--- src/hdl/pol_pkg.sv ---
package pol_pkg;

   localparam int CAPACITY   = 32;
   localparam int DATA_WIDTH = 32;
   localparam int ADDR_W     = $clog2(CAPACITY);
   localparam int CNT_W      = $clog2(CAPACITY + 1);

   typedef logic [DATA_WIDTH-1:0] data_type;
   typedef logic [ADDR_W-1:0]     addr_type;
   typedef logic [CNT_W-1:0]      count_type;

   // operation codes
   localparam logic [2:0] MODE_INS_FRONT = 3'd0;
   localparam logic [2:0] MODE_INS_BACK  = 3'd1;
   localparam logic [2:0] MODE_INS_POS   = 3'd2;
   localparam logic [2:0] MODE_DEL_FRONT = 3'd3;
   localparam logic [2:0] MODE_DEL_BACK  = 3'd4;
   localparam logic [2:0] MODE_DEL_POS   = 3'd5;
   localparam logic [2:0] MODE_READ_OUT  = 3'd6;
   localparam logic [2:0] MODE_NONE      = 3'd7;

   // status codes
   localparam logic [1:0] ST_OK     = 2'd0;
   localparam logic [1:0] ST_BADPOS = 2'd1;
   localparam logic [1:0] ST_FULL   = 2'd2;
   localparam logic [1:0] ST_EMPTY  = 2'd3;

   typedef struct packed {
      logic [2:0]  mode;
      logic [31:0] value;
      logic [7:0]  position;
   } req_word_type;

   typedef struct packed {
      logic [31:0] element;
      logic        element_valid;
      logic [5:0]  item_count;
      logic [1:0]  status;
      logic        last;
   } rsp_word_type;

endpackage

--- src/hdl/pol_ram.sv ---
module pol_ram #(
   parameter int DEPTH = 32,
   parameter int WIDTH = 32
) (
   input  logic                     clock,
   input  logic                     wr_en,
   input  logic [$clog2(DEPTH)-1:0] wr_addr,
   input  logic [WIDTH-1:0]         wr_data,
   input  logic                     rd_en,
   input  logic [$clog2(DEPTH)-1:0] rd_addr,
   output logic [WIDTH-1:0]         rd_data
);

   logic [WIDTH-1:0] mem [DEPTH];
   logic [WIDTH-1:0] rd_data_ff;

   // write port
   always_ff @(posedge clock) begin
      if (wr_en) begin
         mem[wr_addr] <= wr_data;
      end
   end

   // registered read port, holds between reads
   always_ff @(posedge clock) begin
      if (rd_en) begin
         rd_data_ff <= mem[rd_addr];
      end
   end

   assign rd_data = rd_data_ff;

endmodule

--- src/hdl/positional_ordered_list.sv ---
// Ordered list of up to CAPACITY words held in one synchronous RAM.
// Request channel (req_valid / req_stall / req_word) takes one operation:
// insert front, back or at a 1-based position, delete front, back or at a
// position, or a read-out. Response channel (rsp_valid / rsp_stall /
// rsp_word) gives one word per mutation with new count and status, and
// one word per entry on a read-out (a single empty word if the list is
// empty); the final word of each operation has last set.
// A mutation's response is registered on accept. Entries are moved
// through the single RAM port pair, read in one state, written in the
// next: an insert at slot i shifts slots i and up by one, then writes
// the new word; a delete at slot i shifts the slots above it down; at
// the back neither shifts. A read-out hands on each entry as the
// response register frees up. New requests are held off while a move or
// read-out runs, and while the response register is full and stalled.
// Reset empties the list (count to zero); RAM contents are not cleared.
// A stalled response word holds unchanged until taken.
module positional_ordered_list (
   input  logic                  clock,
   input  logic                  reset,
   input  logic                  req_valid,
   output logic                  req_stall,
   input  pol_pkg::req_word_type req_word,
   output logic                  rsp_valid,
   input  logic                  rsp_stall,
   output pol_pkg::rsp_word_type rsp_word
);

   typedef enum logic [2:0] {
      S_IDLE, S_UP_RD, S_UP_WR, S_INS, S_DN_RD, S_DN_WR, S_RO_RD, S_RO_WR
   } state_type;

   state_type             state_ff, state_in;
   pol_pkg::count_type    count_ff, count_in;
   pol_pkg::addr_type     ptr_ff, ptr_in;
   pol_pkg::addr_type     stop_ff, stop_in;
   pol_pkg::data_type     value_ff, value_in;
   logic                  rsp_valid_ff, rsp_valid_in;
   pol_pkg::rsp_word_type rsp_ff, rsp_in;

   logic              wr_en, rd_en;
   pol_pkg::addr_type wr_addr, rd_addr;
   pol_pkg::data_type wr_data, rd_data;

   logic       rsp_free, accept;
   logic       full, empty, do_ins, do_del, do_ro;
   logic [8:0] cnt9, pos9, idx9;
   logic [1:0] status;

   pol_ram #(.DEPTH(pol_pkg::CAPACITY), .WIDTH(pol_pkg::DATA_WIDTH)) u_ram (
      .clock  (clock),
      .wr_en  (wr_en),
      .wr_addr(wr_addr),
      .wr_data(wr_data),
      .rd_en  (rd_en),
      .rd_addr(rd_addr),
      .rd_data(rd_data)
   );

   assign rsp_free  = !rsp_valid_ff || !rsp_stall;
   assign req_stall = (state_ff != S_IDLE) || !rsp_free;
   assign accept    = req_valid && !req_stall;
   assign rsp_valid = rsp_valid_ff;
   assign rsp_word  = rsp_ff;

   // decode the request against the current count
   always_comb begin
      cnt9   = 9'(count_ff);
      pos9   = 9'(req_word.position);
      full   = (cnt9 >= 9'(pol_pkg::CAPACITY));
      empty  = (count_ff == '0);
      do_ins = 1'b0;
      do_del = 1'b0;
      do_ro  = 1'b0;
      idx9   = '0;
      status = pol_pkg::ST_OK;
      unique case (req_word.mode)
         pol_pkg::MODE_INS_FRONT: begin
            if (full) status = pol_pkg::ST_FULL;
            else do_ins = 1'b1;
         end
         pol_pkg::MODE_INS_BACK: begin
            idx9 = cnt9;
            if (full) status = pol_pkg::ST_FULL;
            else do_ins = 1'b1;
         end
         pol_pkg::MODE_INS_POS: begin
            idx9 = pos9 - 9'd1;
            if (pos9 == 9'd0 || pos9 > cnt9 + 9'd1) status = pol_pkg::ST_BADPOS;
            else if (full) status = pol_pkg::ST_FULL;
            else do_ins = 1'b1;
         end
         pol_pkg::MODE_DEL_FRONT: begin
            if (empty) status = pol_pkg::ST_EMPTY;
            else do_del = 1'b1;
         end
         pol_pkg::MODE_DEL_BACK: begin
            idx9 = cnt9 - 9'd1;
            if (empty) status = pol_pkg::ST_EMPTY;
            else do_del = 1'b1;
         end
         pol_pkg::MODE_DEL_POS: begin
            idx9 = pos9 - 9'd1;
            if (pos9 == 9'd0 || pos9 > cnt9) status = pol_pkg::ST_BADPOS;
            else do_del = 1'b1;
         end
         pol_pkg::MODE_READ_OUT: begin
            if (empty) status = pol_pkg::ST_EMPTY;
            else do_ro = 1'b1;
         end
         default: status = pol_pkg::ST_OK;
      endcase
   end

   // sequencer: RAM port control and next state
   always_comb begin
      state_in     = state_ff;
      count_in     = count_ff;
      ptr_in       = ptr_ff;
      stop_in      = stop_ff;
      value_in     = value_ff;
      rsp_valid_in = rsp_valid_ff && rsp_stall;
      rsp_in       = rsp_ff;
      wr_en        = 1'b0;
      wr_addr      = ptr_ff;
      wr_data      = rd_data;
      rd_en        = 1'b0;
      rd_addr      = ptr_ff;
      unique case (state_ff)
         S_IDLE: begin
            if (accept) begin
               value_in = pol_pkg::data_type'(req_word.value);
               if (!do_ro) begin
                  // one response word per mutation, sent right away
                  if (do_ins) count_in = count_ff + 1'b1;
                  if (do_del) count_in = count_ff - 1'b1;
                  rsp_valid_in          = 1'b1;
                  rsp_in.element        = '0;
                  rsp_in.element_valid  = 1'b0;
                  rsp_in.item_count     = 6'(do_ins ? count_ff + 1'b1 :
                                              do_del ? count_ff - 1'b1 : count_ff);
                  rsp_in.status         = status;
                  rsp_in.last           = 1'b1;
               end
               if (do_ins) begin
                  if (idx9 == cnt9) begin
                     wr_en   = 1'b1;
                     wr_addr = pol_pkg::addr_type'(idx9);
                     wr_data = pol_pkg::data_type'(req_word.value);
                  end else begin
                     ptr_in   = pol_pkg::addr_type'(cnt9);
                     stop_in  = pol_pkg::addr_type'(idx9);
                     state_in = S_UP_RD;
                  end
               end
               if (do_del && idx9 != cnt9 - 9'd1) begin
                  ptr_in   = pol_pkg::addr_type'(idx9);
                  stop_in  = pol_pkg::addr_type'(cnt9 - 9'd1);
                  state_in = S_DN_RD;
               end
               if (do_ro) begin
                  ptr_in   = '0;
                  stop_in  = pol_pkg::addr_type'(cnt9 - 9'd1);
                  state_in = S_RO_RD;
               end
            end
         end
         S_UP_RD: begin
            rd_en    = 1'b1;
            rd_addr  = ptr_ff - 1'b1;
            state_in = S_UP_WR;
         end
         S_UP_WR: begin
            wr_en = 1'b1;
            if (ptr_ff - 1'b1 == stop_ff) begin
               state_in = S_INS;
            end else begin
               ptr_in   = ptr_ff - 1'b1;
               state_in = S_UP_RD;
            end
         end
         S_INS: begin
            wr_en    = 1'b1;
            wr_addr  = stop_ff;
            wr_data  = value_ff;
            state_in = S_IDLE;
         end
         S_DN_RD: begin
            rd_en    = 1'b1;
            rd_addr  = ptr_ff + 1'b1;
            state_in = S_DN_WR;
         end
         S_DN_WR: begin
            wr_en = 1'b1;
            if (ptr_ff + 1'b1 == stop_ff) begin
               state_in = S_IDLE;
            end else begin
               ptr_in   = ptr_ff + 1'b1;
               state_in = S_DN_RD;
            end
         end
         S_RO_RD: begin
            rd_en    = 1'b1;
            state_in = S_RO_WR;
         end
         S_RO_WR: begin
            // hold the read word until the response register frees up
            if (rsp_free) begin
               rsp_valid_in         = 1'b1;
               rsp_in.element       = 32'(rd_data);
               rsp_in.element_valid = 1'b1;
               rsp_in.item_count    = 6'(count_ff);
               rsp_in.status        = pol_pkg::ST_OK;
               rsp_in.last          = (ptr_ff == stop_ff);
               if (ptr_ff == stop_ff) begin
                  state_in = S_IDLE;
               end else begin
                  ptr_in   = ptr_ff + 1'b1;
                  state_in = S_RO_RD;
               end
            end
         end
         default: state_in = S_IDLE;
      endcase
   end

   // state and registered outputs
   always_ff @(posedge clock) begin
      if (reset) begin
         state_ff     <= S_IDLE;
         count_ff     <= '0;
         rsp_valid_ff <= 1'b0;
      end else begin
         state_ff     <= state_in;
         count_ff     <= count_in;
         rsp_valid_ff <= rsp_valid_in;
      end
      ptr_ff   <= ptr_in;
      stop_ff  <= stop_in;
      value_ff <= value_in;
      rsp_ff   <= rsp_in;
   end

endmodule

--- config.mk ---
export PLATFORM = sky130hd
export DESIGN_NAME = positional_ordered_list
export DESIGN_NICKNAME = d
export VERILOG_FILES = /design/src/hdl/pol_pkg.sv /design/src/hdl/pol_ram.sv /design/src/hdl/positional_ordered_list.sv
export SDC_FILE = /design/constraint.sdc
export NUM_CORES = 2
export LEC_CHECK = 0
export BUFFER_PORTS_ARGS = -buffer_cell sky130_fd_sc_hd__buf_4
export CAP_MARGIN = 5
export CORE_MARGIN = 8
export CORE_UTILIZATION = 30
export CTS_CLUSTER_SIZE = 16
export DETAILED_ROUTE_END_ITERATION = 10
export PLACE_DENSITY_LB_ADDON = 0.15
export SETUP_SLACK_MARGIN = 0.3
export SLEW_MARGIN = 20
export SYNTH_ARGS = -nofsm -noshare
export SYNTH_HDL_FRONTEND = slang
export SYNTH_HIERARCHICAL = 1
export SYNTH_SLANG_ARGS = --single-unit
--- constraint.sdc ---
create_clock -name clock -period 10.3 [get_ports clock]
set_input_delay 2.06 -clock clock [delete_from_list [all_inputs] [get_ports clock]]
set_output_delay 2.06 -clock clock [all_outputs]
set_load 0.02 [all_outputs]
; ---- Word level (Yosys, flattened, before mapping)
; Memories as Yosys holds them, arrays and structs flattened. A register that Yosys moved wholly into a read port is not among the register bits.
; Index checks and enable logic that the tools add are counted.
[op_classes]
add_sub_neg = 7
n_mul = 0
n_div = 0
order_cmp = 3
eq_ne = 27
shifts = 0
muxes = 65
n_bitwise = 1
n_reduce_logical = 32
[op_table]
columns = operator, count
row1 = $mux W42, 3
row2 = $mux W32, 3
row3 = $pmux W42 S2, 1
row4 = $mux W5, 16
row5 = $pmux W32 S2, 1
row6 = $pmux W9 S3, 1
row7 = $mux W3, 8
row8 = $mux W6, 4
row9 = $pmux W3 S8, 1
row10 = $eq A3 B3 Y1 const B, 7
row11 = $pmux W5 S2, 2
row12 = $pmux W5 S4, 1
row13 = $reduce_and A4 Y1, 4
row14 = $eq A5 B5 Y1, 3
row15 = $mux W1, 15
row16 = $eq A3 B2 Y1 const B, 4
row17 = $ne A2 B2 Y1 const B, 6
row18 = $eq A9 B6 Y1, 1
row19 = $ne A9 B9 Y1, 1
row20 = $reduce_or A3 Y1, 3
row21 = $sub A8 B1 Y9 const B, 1
row22 = $gt A8 B6 Y1, 1
row23 = $gt A8 B7 Y1, 1
row24 = $logic_not A8 Y1, 1
row25 = 25 further kinds, 46
[word_totals]
register_bits = 94
latchBits = 0
ramBits = 1024
mem_bits_ro = 0
elab_cells = 147
mem_count = 1
[memory_table]
columns = name, words, width, rd, rd_ports_with_merged_regs, write_ports, line
row1 = u_ram.mem, 32, 32, 1, 1, 1, pol_ram.sv:14  ; logic [WIDTH-1:0] mem [DEPTH];

; ---- Logic depth before layout (Yosys ltp)
[depth]
word_depth = 10
mapped_depth = 19
ltp_nobuf = 16

; ---- Modules after synthesis
; Netlist, hierarchy kept.
[modules_own_cells]
columns = mod, n_inst, cells_each, area_per_inst_um2
row1 = pol_ram, 1, 2260, 40812.9
row2 = positional_ordered_list, 1, 681, 6568.8

; ---- Worst setup path before layout
; OpenSTA, ideal clock, no wires.
[synth_timing]
path_type = input to register
from = in req_word[0] (netlist bit)
to = mem u_ram.mem[28][0], enable pin
setup_time_ns = 0.421
arrival_ns = 6.669
required_time_ns = 9.879
setup_slack_ns = 3.210
path_stages = 16
cell_sequence = buf_6 inv_1 ha_1 nor3b_1 xor2_1 a21oi_1 o221a_2 and4bb_1 nand2_2 o22a_1 buf_6 buf_6 a221o_1 or3b_2 clkbuf_1 nor2_1
[synth_via]
word_cells_on_any_way = 18
cone_classes = add/sub (1) / order compare (1) / eq/ne (1) / mux (13) / reduce/logical (2)
[synth_rtl]
columns = item, line
row1 = "start, declared", positional_ordered_list.sv:22  ; input pol_pkg::req_word_type req_word,
row2 = "$sub A8 B1 Y9, or another cell as far along", "positional_ordered_list.sv:87, positional_ordered_list.sv:102"
row3 = $pmux W9 S3 / $logic_or A1 B1 Y1 (equally long branches), "positional_ordered_list.sv:76, positional_ordered_list.sv:88"
row4 = $eq A9 B6 Y1 / $mux W1 (equally long branches), "positional_ordered_list.sv:145, positional_ordered_list.sv:88"
row5 = $mux W5 / $pmux W1 S2 (equally long branches), "positional_ordered_list.sv:145, positional_ordered_list.sv:76"
row6 = $mux W5 (*), positional_ordered_list.sv:144  ; if (do_ins) begin
row7 = $mux W5 (*), positional_ordered_list.sv:130  ; if (accept) begin
row8 = $pmux W5 S2 (*), positional_ordered_list.sv:128  ; unique case (state_ff)
row9 = net wr_addr[1], positional_ordered_list.sv:41  ; pol_pkg::addr_type wr_addr, rd_addr;
row10 = "end, declared", pol_ram.sv:14
; Mark *: on every way through the listed nets, which the timed path passes. The rest lies on a longest branch.

; ---- Final worst setup path
[layout_timing]
from = in req_word[0] (netlist bit)
to = mem u_ram.mem[16][25], enable pin
; The elaborated chain is that of the path after synthesis.

==> out/qor.yml <==
status: "finished, final reports clean"
powerDensity_mw_per_mm2: 232
cts_buffer_depth: 3
die_h_um: 413
fill_cells: 14946
p_clk_share_pct: 34.0
synth_area_leaders: "edfxtp_1 (72%), mux2i_1 (11%), a22oi_1 (1.6%)"
antenna_found_initial: 8
synth_cell_type_count: 73
cp_max_fo: 37
clock-sinks: 1150
seqCellArea_mm2: 0.0344
seqPwrFrac_pct: 43.6
io_buffers: 90
avgSynthCellArea_um2: 16.1
grt_pass1_vias: 26840
row_count: 146
drt_pre_antenna_iters: 7
finalSetupViolations: 0
critPathCaptureType: "flip-flop"
yosysSeqAreaShare_pct: 72.7
cp.required_ns: 10.65
hpwlAfterDp_mm: 85.8
multiInputGateArea_mm2: 0.0122
die-area_mm2: 0.171
first_iter_violations: 2549
cp.arrival_ns: 7.28
cts-resized-gates: 0
post-place-ws_ns: 2.66
cts_setup_buffers: 0
synth_edf_count: 1140
yosysWarnings: 6
synthCells: 2941
ys_ff_latch: 1150
yosysTopAreaCell: "edfxtp_1"
drt_wl_total_mm: 138
drc: 0
io_pins: 91
rsz0062_at_grt: "false"
slew_headroom_pct: 24.9
cts_tree: "done"
skew_ns: 0.0231
tightest_slew_ns: 1.12
clk_pin_slew_ns: 0.06
drv_slew: 0
leakage_nw: 18.5
syn_area_mm2: 0.0474
synthArstFlopShare_pct: 0
switchingPower_mw: 3.85
final_cell_mix: "edfxtp_1 (1140), mux2i_1 (524), nand2_1 (134), a21oi_1 (134), clkbuf_16 (131)"
grt_overflow_total: 0
routabilityCongestion: 0.814
finalHoldViolations: 0
numCtsBuffers: 130
crit_family: "simple AND/OR/NAND/NOR gates"
setup_ws_ns: 3.38
ctsHoldBuffers: 0
path_class: "input pin to flip-flop"
netlist.area_leader.share_pct: 72.2
syn_to_final_growth_pct: 15.9
cts_max_level: 4
final_nets: 3124
layout-drive-gt1-share_pct: 13.3
finalSetupTns_ns: 0
final_antenna_net_count: 0
hold-worst-slack_ns: 0.572
ir_drop_mv: 0.178
swShare_pct: 30.2
grt_usage_pct: 15.8
grt_max_degree: 129
die_w_um: 413
synth_nets: 3011
cts_root_buf: "clkbuf_16"
wl_per_cell_um: 26.4
power.total_mw: 12.7
min_period_ns: 6.92
crit_buf_inv: 3
fmax_mhz: 144
clk_latency_ns: 0.76
core_area_mm2: 0.158
period_share_pct: 67.2
final_common_cell: "edfxtp_1"
crit_path_start_kind: "input pin"
power.internal_mw: 8.88
max_stage_delay_ns: 0.90
grt_pass1_wl_mm: 198
ys.flop_type: "edfxtp_1"
worst_path_max_delay_cell: "nor2_4"
worstHoldPathType: "flip-flop to flip-flop"
start_util_pct: 30.1
path_cells: "buf_4 > inv_1 > ha_1 > nor3b_1 > xor2_1 > a21oi_1 > o221a_2 > and4bb_1 > nand2_2 > nor2_4 > buf_4 > a221o_1 > or3b_2 > nor2_4"
max-cap-violations: 0
power.share.combinational_pct: 22.3
viasPerCell: 5.09
vias: 26577
metrics by stage:
step,instance area [um^2],utilization [%],instances
after detailed placement,50900,32.3,4992
after floorplan,47400,-,2941
after CTS,54900,34.8,5220
after global placement,50400,32.0,4971
after global routing,54900,34.8,5222
final,54900,34.8,5223
final cells by class:
type | instances | area share, %
Tap cell | 2072 | 4.72
Clock inverter | 67 | 0.978
Sequential cell | 1150 | 62.7
Antenna cell | 1 | 0.00456
Clock buffer | 161 | 6.18
Multi-Input combinational cell | 1596 | 22.3
Inverter | 22 | 0.150
Timing Repair Buffer | 154 | 2.98
cells by family (layout without fill, tap and decap cells):
family                   count (synthesis)  after routing  synth area share, %
adder cells (fa/ha/maj)                 23             23                0.607
buffers and inverters                  195            404                 2.25
multiplexers                           528            528                 11.2
flip-flops                            1150           1150                 72.7
AND/OR/NAND/NOR                        531            531                 5.59
AO/OA/AOI/OAI                          482            482                 7.13
other                                    0              1                    0
XOR/XNOR                                32             32                0.592
flip-flops by register name (all words and copies together) (netlist names):
| register | count |
|---|---|
| u_ram/mem | 1024 |
| ptr_ff | 5 |
| value_ff | 32 |
| stop_ff | 5 |
| rsp_word | 42 |
| rsp_valid | 1 |
| u_ram/rd_data | 32 |
| count_ff | 6 |
| state_ff | 3 |
worst paths after layout:
kind	start	endpoint	slack (ns)	depth (start not counted)
max	req_word[0]	u_ram/mem[16][25]	3.38	14
min	u_ram/rd_data[9]	rsp_word[19]	0.57	1
max reg2reg	count_ff[0]	u_ram/mem[16][25]	3.63	16
min reg2reg	u_ram/rd_data[9]	rsp_word[19]	0.57	1
routing by layer:
metal | part of all wire, % | GRT usage (%) | wire [um] | vias to the layer above
li1 | - | - | - | 11855
met1 | 47 | 22.6 | 64800 | 13933
met2 | 47 | 25.3 | 64400 | 643
met3 | 4.7 | 2.69 | 6470 | 146
met4 | 1.5 | 3.39 | 2070 | 0
met5 | 0 | 0 | 0 | -
cell usage after synthesis, types with 4 or more instances:
| library cell | n |
|---|---|
| clkbuf_1 | 69 |
| o21ai_0 | 36 |
| nand3b_1 | 8 |
| dfxtp_1 | 10 |
| and3_1 | 5 |
| mux2i_1 | 524 |
| nand3_1 | 120 |
| buf_6 | 20 |
| mux2_2 | 4 |
| nor2b_1 | 11 |
| a21oi_1 | 135 |
| o22ai_1 | 5 |
| a22oi_1 | 103 |
| a31oi_1 | 38 |
| buf_1 | 9 |
| nor2_1 | 77 |
| buf_4 | 34 |
| and2_1 | 70 |
| or3_1 | 11 |
| nand2_1 | 135 |
| ha_1 | 23 |
| a221o_1 | 39 |
| nor3_1 | 50 |
| o211ai_1 | 4 |
| nor4_1 | 5 |
| buf_2 | 38 |
| a22o_1 | 66 |
| xor2_1 | 9 |
| nand2b_1 | 11 |
| edfxtp_1 | 1140 |
| or3b_2 | 5 |
| xnor2_1 | 23 |
| o221ai_1 | 5 |
| o21a_1 | 4 |
| inv_1 | 19 |
| a211oi_1 | 10 |
| nor3b_1 | 4 |
power groups by stage:
| stage | Sequential, mW | Clock [mW] | Combinational, mW |
|---|---|---|---|
| 6_report | 5.55 | 4.33 | 2.84 |
| 5_1_grt | 5.56 | 4.64 | 3.04 |
| 4_1_cts | 5.55 | 4.46 | 2.90 |
| 3_3_place_gp | 5.65 | 0 | 2.87 |
| 2_1_floorplan | 5.64 | 0 | 1.82 |
| 3_5_place_dp | 5.65 | 0 | 2.89 |
Note: power is estimated with default switching activity, not from simulation.
